File: src/design/ocsw_pkg.sv
// Shared constants, register codes and rounding helpers for the opponent-color weight core.
`timescale 1ns / 1ps

package ocsw_pkg;

  // register indexes on the configuration port (byte address = 4 * index)
  localparam logic [2:0] REG_REF_RED     = 3'd0;
  localparam logic [2:0] REG_REF_GREEN   = 3'd1;
  localparam logic [2:0] REG_REF_BLUE    = 3'd2;
  localparam logic [2:0] REG_EXP_OFFSET  = 3'd3;
  localparam logic [2:0] REG_SENSITIVITY = 3'd4;
  localparam logic [2:0] REG_FACTOR_GAIN = 3'd5;

  localparam int ADDR_W = 5;

  // reset values
  localparam logic [7:0]         RST_REF_RED     = 8'd167;
  localparam logic [7:0]         RST_REF_GREEN   = 8'd128;
  localparam logic [7:0]         RST_REF_BLUE    = 8'd116;
  localparam logic signed [12:0] RST_EXP_OFFSET  = 13'sd512;
  localparam logic [15:0]        RST_SENSITIVITY = 16'd12800;
  localparam logic [15:0]        RST_FACTOR_GAIN = 16'd9362;

  localparam int WEIGHT_FRAC_BITS_DEF = 14;

  // Q.16 constants
  localparam logic signed [17:0] INV_SQRT2_Q16 = 18'sd46341;
  localparam logic signed [17:0] INV_SQRT6_Q16 = 18'sd26755;
  localparam logic signed [17:0] INV_SQRT3_Q16 = 18'sd37837;
  localparam logic signed [17:0] LOG2E_Q16     = 18'sd94548;

  // 2^f cubic coefficients, Q.16
  localparam logic [15:0] EXP_C1  = 16'd45600;
  localparam logic [15:0] EXP_C2  = 16'd14752;
  localparam logic [15:0] EXP_C3  = 16'd5184;
  localparam logic [16:0] EXP_ONE = 17'd65536;

  // Shift right by 16, rounding half away from zero.
  function automatic logic signed [17:0] rnd16(input logic signed [34:0] v);
    logic [34:0] mag;
    logic [34:0] r;
    begin
      mag = v[34] ? 35'(-v) : 35'(v);
      r   = (mag + 35'd32768) >> 16;
      rnd16 = v[34] ? -$signed(r[17:0]) : $signed(r[17:0]);
    end
  endfunction

  // Shift right by 8, rounding half away from zero.
  function automatic logic signed [29:0] rnd8(input logic signed [37:0] v);
    logic [37:0] mag;
    logic [37:0] r;
    begin
      mag = v[37] ? 38'(-v) : 38'(v);
      r   = (mag + 38'd128) >> 8;
      rnd8 = v[37] ? -$signed(r[29:0]) : $signed(r[29:0]);
    end
  endfunction

endpackage

File: src/design/ocsw_exp.sv
// Exponent back end: exp(A) as 2^(A*log2e), gain cube, final scaling and output register.
`timescale 1ns / 1ps

module ocsw_exp #(
  parameter int WEIGHT_FRAC_BITS = ocsw_pkg::WEIGHT_FRAC_BITS_DEF
) (
  input  logic               clk,
  input  logic               rst,
  input  logic               en,
  input  logic               in_valid,
  input  logic signed [20:0] a,
  input  logic [15:0]        factor_gain,
  output logic               out_valid,
  output logic [15:0]        weight
);

  localparam int SHIFT_BIAS = 32 - WEIGHT_FRAC_BITS;

  logic               v1, v2, v3, v4, v5, v6;
  logic signed [37:0] ta;
  logic signed [13:0] n2, n3, n4, n5, n6;
  logic [15:0]        f2, f3, f4;
  logic [14:0]        m1;
  logic [16:0]        m2;
  logic [16:0]        m3;
  logic [32:0]        prod;
  logic [15:0]        g2, g3;

  logic signed [29:0] t_rnd;
  logic [31:0]        prod1;
  logic [32:0]        prod2;
  logic [32:0]        prod3;
  logic [32:0]        gg2;
  logic [32:0]        gg3;
  logic signed [14:0] sh;
  logic [14:0]        k;
  logic [5:0]         k6;
  logic [48:0]        up;
  logic [34:0]        down;
  logic [15:0]        weight_next;

  // gain cube follows the register through the g2 and g3 registers
  always_comb begin
    gg2 = 33'(factor_gain) * 33'(factor_gain) + 33'd32768;
    gg3 = 33'(g2) * 33'(factor_gain) + 33'd32768;
  end

  always_ff @(posedge clk) begin
    g2 <= gg2[31:16];
    g3 <= gg3[31:16];
  end

  always_comb begin
    t_rnd = ocsw_pkg::rnd8(ta);
    prod1 = 32'(ocsw_pkg::EXP_C3) * 32'(f2);
    prod2 = 33'(m1) * 33'(f3);
    prod3 = 33'(m2) * 33'(f4);
  end

  // final scaling by 2^n with saturation and rounding
  always_comb begin
    sh   = 15'(n6) - 15'(SHIFT_BIAS);
    k    = 15'(-sh);
    k6   = k[5:0];
    up   = 49'(prod) << sh[3:0];
    down = (35'(prod) + (35'd1 << (k6 - 6'd1))) >> k6;
    if (prod == 33'd0) begin
      weight_next = 16'd0;
    end else if (!sh[14]) begin
      if (sh >= 15'sd16 || up[48:16] != 33'd0) begin
        weight_next = 16'hFFFF;
      end else begin
        weight_next = up[15:0];
      end
    end else if (k > 15'd34) begin
      weight_next = 16'd0;
    end else if (down[34:16] != 19'd0) begin
      weight_next = 16'hFFFF;
    end else begin
      weight_next = down[15:0];
    end
  end

  always_ff @(posedge clk) begin
    if (rst) begin
      v1 <= 1'b0;
      v2 <= 1'b0;
      v3 <= 1'b0;
      v4 <= 1'b0;
      v5 <= 1'b0;
      v6 <= 1'b0;
      out_valid <= 1'b0;
    end else if (en) begin
      v1 <= in_valid;
      v2 <= v1;
      v3 <= v2;
      v4 <= v3;
      v5 <= v4;
      v6 <= v5;
      out_valid <= v6;
    end
  end

  always_ff @(posedge clk) begin
    if (en) begin
      ta     <= 38'(a) * 38'(ocsw_pkg::LOG2E_Q16);
      n2     <= t_rnd[29:16];
      f2     <= t_rnd[15:0];
      m1     <= 15'(32'(ocsw_pkg::EXP_C2) + (prod1 >> 16));
      n3     <= n2;
      f3     <= f2;
      m2     <= 17'(33'(ocsw_pkg::EXP_C1) + (prod2 >> 16));
      n4     <= n3;
      f4     <= f3;
      m3     <= 17'(33'(ocsw_pkg::EXP_ONE) + (prod3 >> 16));
      n5     <= n4;
      prod   <= 33'(g3) * 33'(m3);
      n6     <= n5;
      weight <= weight_next;
    end
  end

  a_zero_product: assert property (@(posedge clk) disable iff (rst)
    (en && v6 && prod == 33'd0) |=> (out_valid && weight == 16'd0))
    else $error("zero product did not give a zero weight");

  a_stall_holds: assert property (@(posedge clk) disable iff (rst)
    !en |=> $stable({v1, v2, v3, v4, v5, v6, out_valid}))
    else $error("exponent pipeline moved during a stall");

endmodule

File: config.mk
export PLATFORM = sky130hd
export DESIGN_NAME = ocsw_exp
export DESIGN_NICKNAME = d
export VERILOG_FILES = /design/src/design/ocsw_pkg.sv /design/src/design/ocsw_exp.sv
export SDC_FILE = /design/constraint.sdc
export NUM_CORES = 2
export LEC_CHECK = 0
export BUFFER_PORTS_ARGS = -buffer_cell sky130_fd_sc_hd__buf_2
export CORE_ASPECT_RATIO = 2
export CORE_UTILIZATION = 50
export DETAILED_ROUTE_END_ITERATION = 10
export PLACE_DENSITY = 0.65
export SYNTH_ARGS = -nofsm -noshare
export SYNTH_HDL_FRONTEND = slang
export SYNTH_SLANG_ARGS = --single-unit
File: constraint.sdc
create_clock -name clk -period 9.7 [get_ports clk]
set_input_delay 1.455 -clock clk [delete_from_list [all_inputs] [get_ports clk]]
set_output_delay 1.455 -clock clk [all_outputs]
set_load 0.1 [all_outputs]
### After elaboration in Yosys (flattened, before gate mapping)

Index checks and enable logic that the tools add are counted.

* register bits after elaboration: 291
* word-level logic and storage cells: 57

* $add $sub $neg: 12
* multipliers: 7
* order comparisons: 2
* shift operators: 3
* multiplexer cells: 6
* reduce and logical (&&, ||, !) cells: 4

Operators by type and width (count)
* adder 32 x 16 -> 32 bit, second input constant: 2
* multiplier 16 x 16 -> 32 bit: 2
* 2-to-1 mux 16 bit: 4
* << shifter 33 x 4 -> 49 bit: 1
* adder 38 x 8 -> 38 bit, second input constant: 1
* 2-to-1 mux 38 bit: 1
* negator 38 bit: 1
* multiplier 21 x 16 -> 36 bit, second input constant: 1
* adder 33 x 35 -> 35 bit: 1
* << shifter 1 x 6 -> 35 bit, first input constant: 1
* >> shifter 35 x 6 -> 35 bit: 1
* zero test 33 bit: 1
* multiplier 16 x 17 -> 33 bit: 1
* multiplier 17 x 16 -> 33 bit: 1
* nonzero test 33 bit: 1
* multiplier 15 x 16 -> 31 bit: 1
* 2-to-1 mux 30 bit: 1
* negator 30 bit: 1
* multiplier 7 x 16 -> 23 bit, first input constant: 1
* nonzero test 19 bit: 1
* adder 16 x 15 -> 17 bit, first input constant: 1
* adder 17 bit, first input constant: 1
* adder 14 x 13 -> 15 bit, first input constant: 1
* >= comparator 15 x 6 -> 1 bit, second input constant: 1
* 5 further kinds: 5

### Longest topological paths before layout

* depth in word-level cells: 10
* depth in mapped cells: 30
* gate-level depth less buffers: 29

### Worst setup path after synthesis

OpenSTA, ideal clock, no wires.

* kind: in2reg
* start point: in factor_gain[2]
* end point: reg g3[15]
* setup time: 0.072 ns
* arrival time: 7.640 ns
* required time: 9.628 ns
* path slack: 1.987 ns
* stages on the path: 26
* path through: clkbuf_1 -> clkbuf_1 -> nand2_1 -> fa_1 -> inv_1 -> fa_1 -> fa_1 -> fa_1 -> inv_1 -> fa_1 -> inv_1 -> fa_1 -> ha_1 -> a21o_1 -> a21o_1 -> a21o_1 -> a21o_1 -> o21a_1 -> o31a_1 -> o211ai_1 -> a31oi_1 -> a41o_1 -> o211a_1 -> o21a_1 -> nor2_1 -> xnor2_1

* cells in the longest elaborated chain, start to end: 2

Ends and longest elaborated chain
* from (decl): line ocsw_exp.sv:12 `input logic [15:0] factor_gain,`
* multiplier 16 x 16 -> 32 bit: line ocsw_exp.sv:45 `gg3 = 33'(g2) * 33'(factor_gain) + 33'd32768;`
* adder 32 x 16 -> 32 bit: line ocsw_exp.sv:45
* net gg3[31]: line ocsw_exp.sv:34 `logic [32:0] gg3;`
* to (signal assigned): line ocsw_exp.sv:50 `g3 <= gg3[31:16];`
* to (decl): line ocsw_exp.sv:27 `logic [15:0] g2, g3;`

The timed path passes the listed nets, and every way through them passes these cells.
A chain may end at the register's enable or synchronous reset.

### Final worst setup path

* start point: reg n6[1]
* end point: reg weight[5], data pin

* cells in the longest elaborated chain, start to end: 10
* elaborated cells between the ends (all ways): 16

Ends and longest elaborated chain
* from (decl): line ocsw_exp.sv:21 `logic signed [13:0] n2, n3, n4, n5, n6;`
* from (signal assigned): line ocsw_exp.sv:118 `n6 <= n5;`
* subtractor 14 x 6 -> 15 bit (*): line ocsw_exp.sv:62 `sh = 15'(n6) - 15'(SHIFT_BIAS);`
* negator 15 bit: line ocsw_exp.sv:63 `k = 15'(-sh);`
* subtractor 6 x 1 -> 6 bit: line ocsw_exp.sv:66 `down = (35'(prod) + (35'd1 << (k6 - 6'd1))) >> k6;`
* << shifter 1 x 6 -> 35 bit: line ocsw_exp.sv:66
* adder 33 x 35 -> 35 bit: line ocsw_exp.sv:66
* >> shifter 35 x 6 -> 35 bit: line ocsw_exp.sv:66
* nonzero test 19 bit: line ocsw_exp.sv:77 `end else if (down[34:16] != 19'd0) begin`
* 2-to-1 mux 16 bit: line ocsw_exp.sv:77
* 2-to-1 mux 16 bit: line ocsw_exp.sv:75 `end else if (k > 15'd34) begin`
* 2-to-1 mux 16 bit (*): line ocsw_exp.sv:69 `end else if (!sh[14]) begin`
* to (signal assigned): line ocsw_exp.sv:119 `weight <= weight_next;`
* to (decl): line ocsw_exp.sv:14 `output logic [15:0] weight`

Mark *: on every way between the ends. The rest lies on a longest branch, timed or not.

==> results.txt <==
I/O Pins = 58
CTS Buf Count = 34
met3 Track Usage GR = 2.51%
Max clock buf depth = 3
die area = 130,000 um^2
CTS tree = yes
Post-CTS Repair Setup Buffers = 0
die height = 508 um
Routed Antenna Nets = 0
DP Wirelength = 139,000 um
met1 Usage GRT = 25.3%
worst flop-to-flop path startpoint = n6[1]
Max Fanout on Critical Path = 19
Final min period = 8.70 ns
Die Wd = 255 um
RSZ-0062 raised after global routing = false
global routing's busiest layer = met2
Mapped Cells = 6,943
slew of the pin with the lowest slew margin = 1.27 ns
sequential fraction of the synthesis area = 13.0%
first-pass GRT wire length = 271,000 um
clock-pin slew on the worst setup and hold paths = 0.06 ns
beginning of the worst hold path = n4[3]
most common cell in the netlist = inv_1
final setup violation count = 0
Seq cells post-synth = 291
layout cell share with drive strength beyond 1 = 4.08%
crit path kind = reg2reg
Area contributors post-synth = fa_1 (33%), ha_1 (15%), edfxtp_1 (12%)
Synth top area share = 33.5%
worst skew pair latency = 0.60 ns
type of the most critical hold path = reg2reg
CTS sink count = 291
Post-synth EDFFs = 252
Starting Density = 50.4%
status = complete, no violations
Mapped Area = 64,100 um^2
vias per cell = 5.58
Hold EP = n5[3]
Syn Nets = 8,825
Pre-antenna DRT Iters = 5
standard-cell rows = 185
Tcrit/Tclk final = 89.7%
number of I/O port buffers = 57
cell taking the most area after synthesis = fa_1
Distinct cells, synth = 102
Ys Warns = 0
Setup TNS Final = 0 ns
Setup crit end kind = flop
slowest stage cell, crit path = xnor2_1
Routability Congestion = 0.961
total track usage = 27.2%
Avg Cell Area, Syn = 9.23 um^2
Largest stage delay, worst path = 0.85 ns
antenna violations before repair = 2
asr flop ratio synth = 0%
Core ar. = 127,000 um^2
Clock Skew = 0.0281 ns
P&R area growth vs syn = 4.77%
hold depth = 0
number of cells on the worst reg-to-reg path = 25
GRT Residual Overflow = 0
CTS H-tree lvls = 2
largest net degree at the start of global routing = 84
Fin Hold WS = 0.414 ns
met2 global-route usage = 53.7%
number of global-route vias before repair = 52,100
main flop type after synthesis = edfxtp_1
relative slew slack = 13.7%
vias = 47,700
Worst EP arrival = 9.00 ns
NumNets Final = 8,720
fmax = 0.115 GHz
DRC = 0
Avg WL per Cell = 19.8 um
total wire length = 169,000 um
top post-synthesis cells by count = inv_1 (1,404), fa_1 (1,072), nand2_1 (896), ha_1 (769), and2_1 (498)
max_cap viols = 0
post_cts resized = 0
Worst Path Required = 10.00 ns
Pins Over Slew Limit = 0
Root Driver = clkbuf_16
R2R setup slack = 1.0 ns
Worst setup SP type = flop
Hold Fails Final Rpt = 0
Detailed Route Iter0 Violations = 2,124
r2r endpoint = weight[5]
post-cts hold buffer count = 0
flip-flops by register name (all words and copies together), names as in the netlist, 15 cells and up:
register  flops
ta           36
prod         33
m2           17
m3           17
f2           16
f3           16
f4           16
g2           16
g3           16
weight       16
m1           15
per-layer routing:
metal	wire length (um)	share of wire, %
met5	0	0
met4	14200	8.4
met3	5660	3.3
met2	95300	56
met1	53900	32
critical path, delay by kind of cell, from the launching register on:
kind	cells	cell delay, ns
adder cells (fa/ha/maj)	3	1.00
AO/OA/AOI/OAI	8	2.73
buffers and inverters	3	0.55
XOR/XNOR	4	2.09
AND/OR/NAND/NOR	7	1.54
flip-flops	1	0.50
area by class of cell:
cell class / count / area (um^2)
well taps: 1683 / 2110
diodes: 3 / 7.51
fillers: 11700 / 59900
clock buffers: 38 / 887
multi-input cells: 4977 / 49500
inverters: 1405 / 5270
repair buffers: 129 / 836
clock inverters: 24 / 219
flip-flops and latches: 291 / 8350
cells in the final DEF (no fill, tap or decap), drive strengths merged, types with 73 or more instances in the layout:
master,count
and2,498
buf,129
inv,1412
edfxtp,252
ha,769
nand3,73
fa,1072
xor2,78
a21o,86
nand2,896
a21oi,177
nor2,272
o21ai,119
nor3,92
xnor2,205
cells by family after synthesis:
group / share of synthesized area, %
AOI/OAI and AO/OA: 7.78
and+or+nand+nor: 15.4
buffers and inverters: 9.85
DFF: 13.0
xor gates and xnor gates: 3.91
adders and majority gates: 48.5
muxes: 1.53
metrics by stage:
| step | util (%) | cell area [um^2] | instances | setup slack [ns] |
|---|---|---|---|---|
| 2_1_floorplan | - | 64100 | 6943 | 1.99 |
| 3_5_place_dp | 52.0 | 66000 | 8485 | 1.04 |
| 4_1_cts | 52.8 | 67100 | 8547 | 1.58 |
| 5_1_grt | 52.8 | 67100 | 8550 | 0.629 |
| 3_3_place_gp | 52.0 | 66000 | 8485 | 1.06 |
| 6_report | 52.8 | 67100 | 8550 | 0.996 |
worst max path at each step:
stage               slack [ns]        end           start
floorplan                 1.99     g3[15]  factor_gain[2]
global placement          1.06     g2[15]  factor_gain[3]
detailed placement        1.04     g2[15]  factor_gain[2]
CTS                       1.58  weight[5]           n6[1]
global route              0.63  weight[5]           n6[1]
finish                     1.0  weight[5]           n6[1]
Power is left out: the tool's default activity adds up to more than one toggle a clock period on the data nets, which glitch-free logic cannot reach.
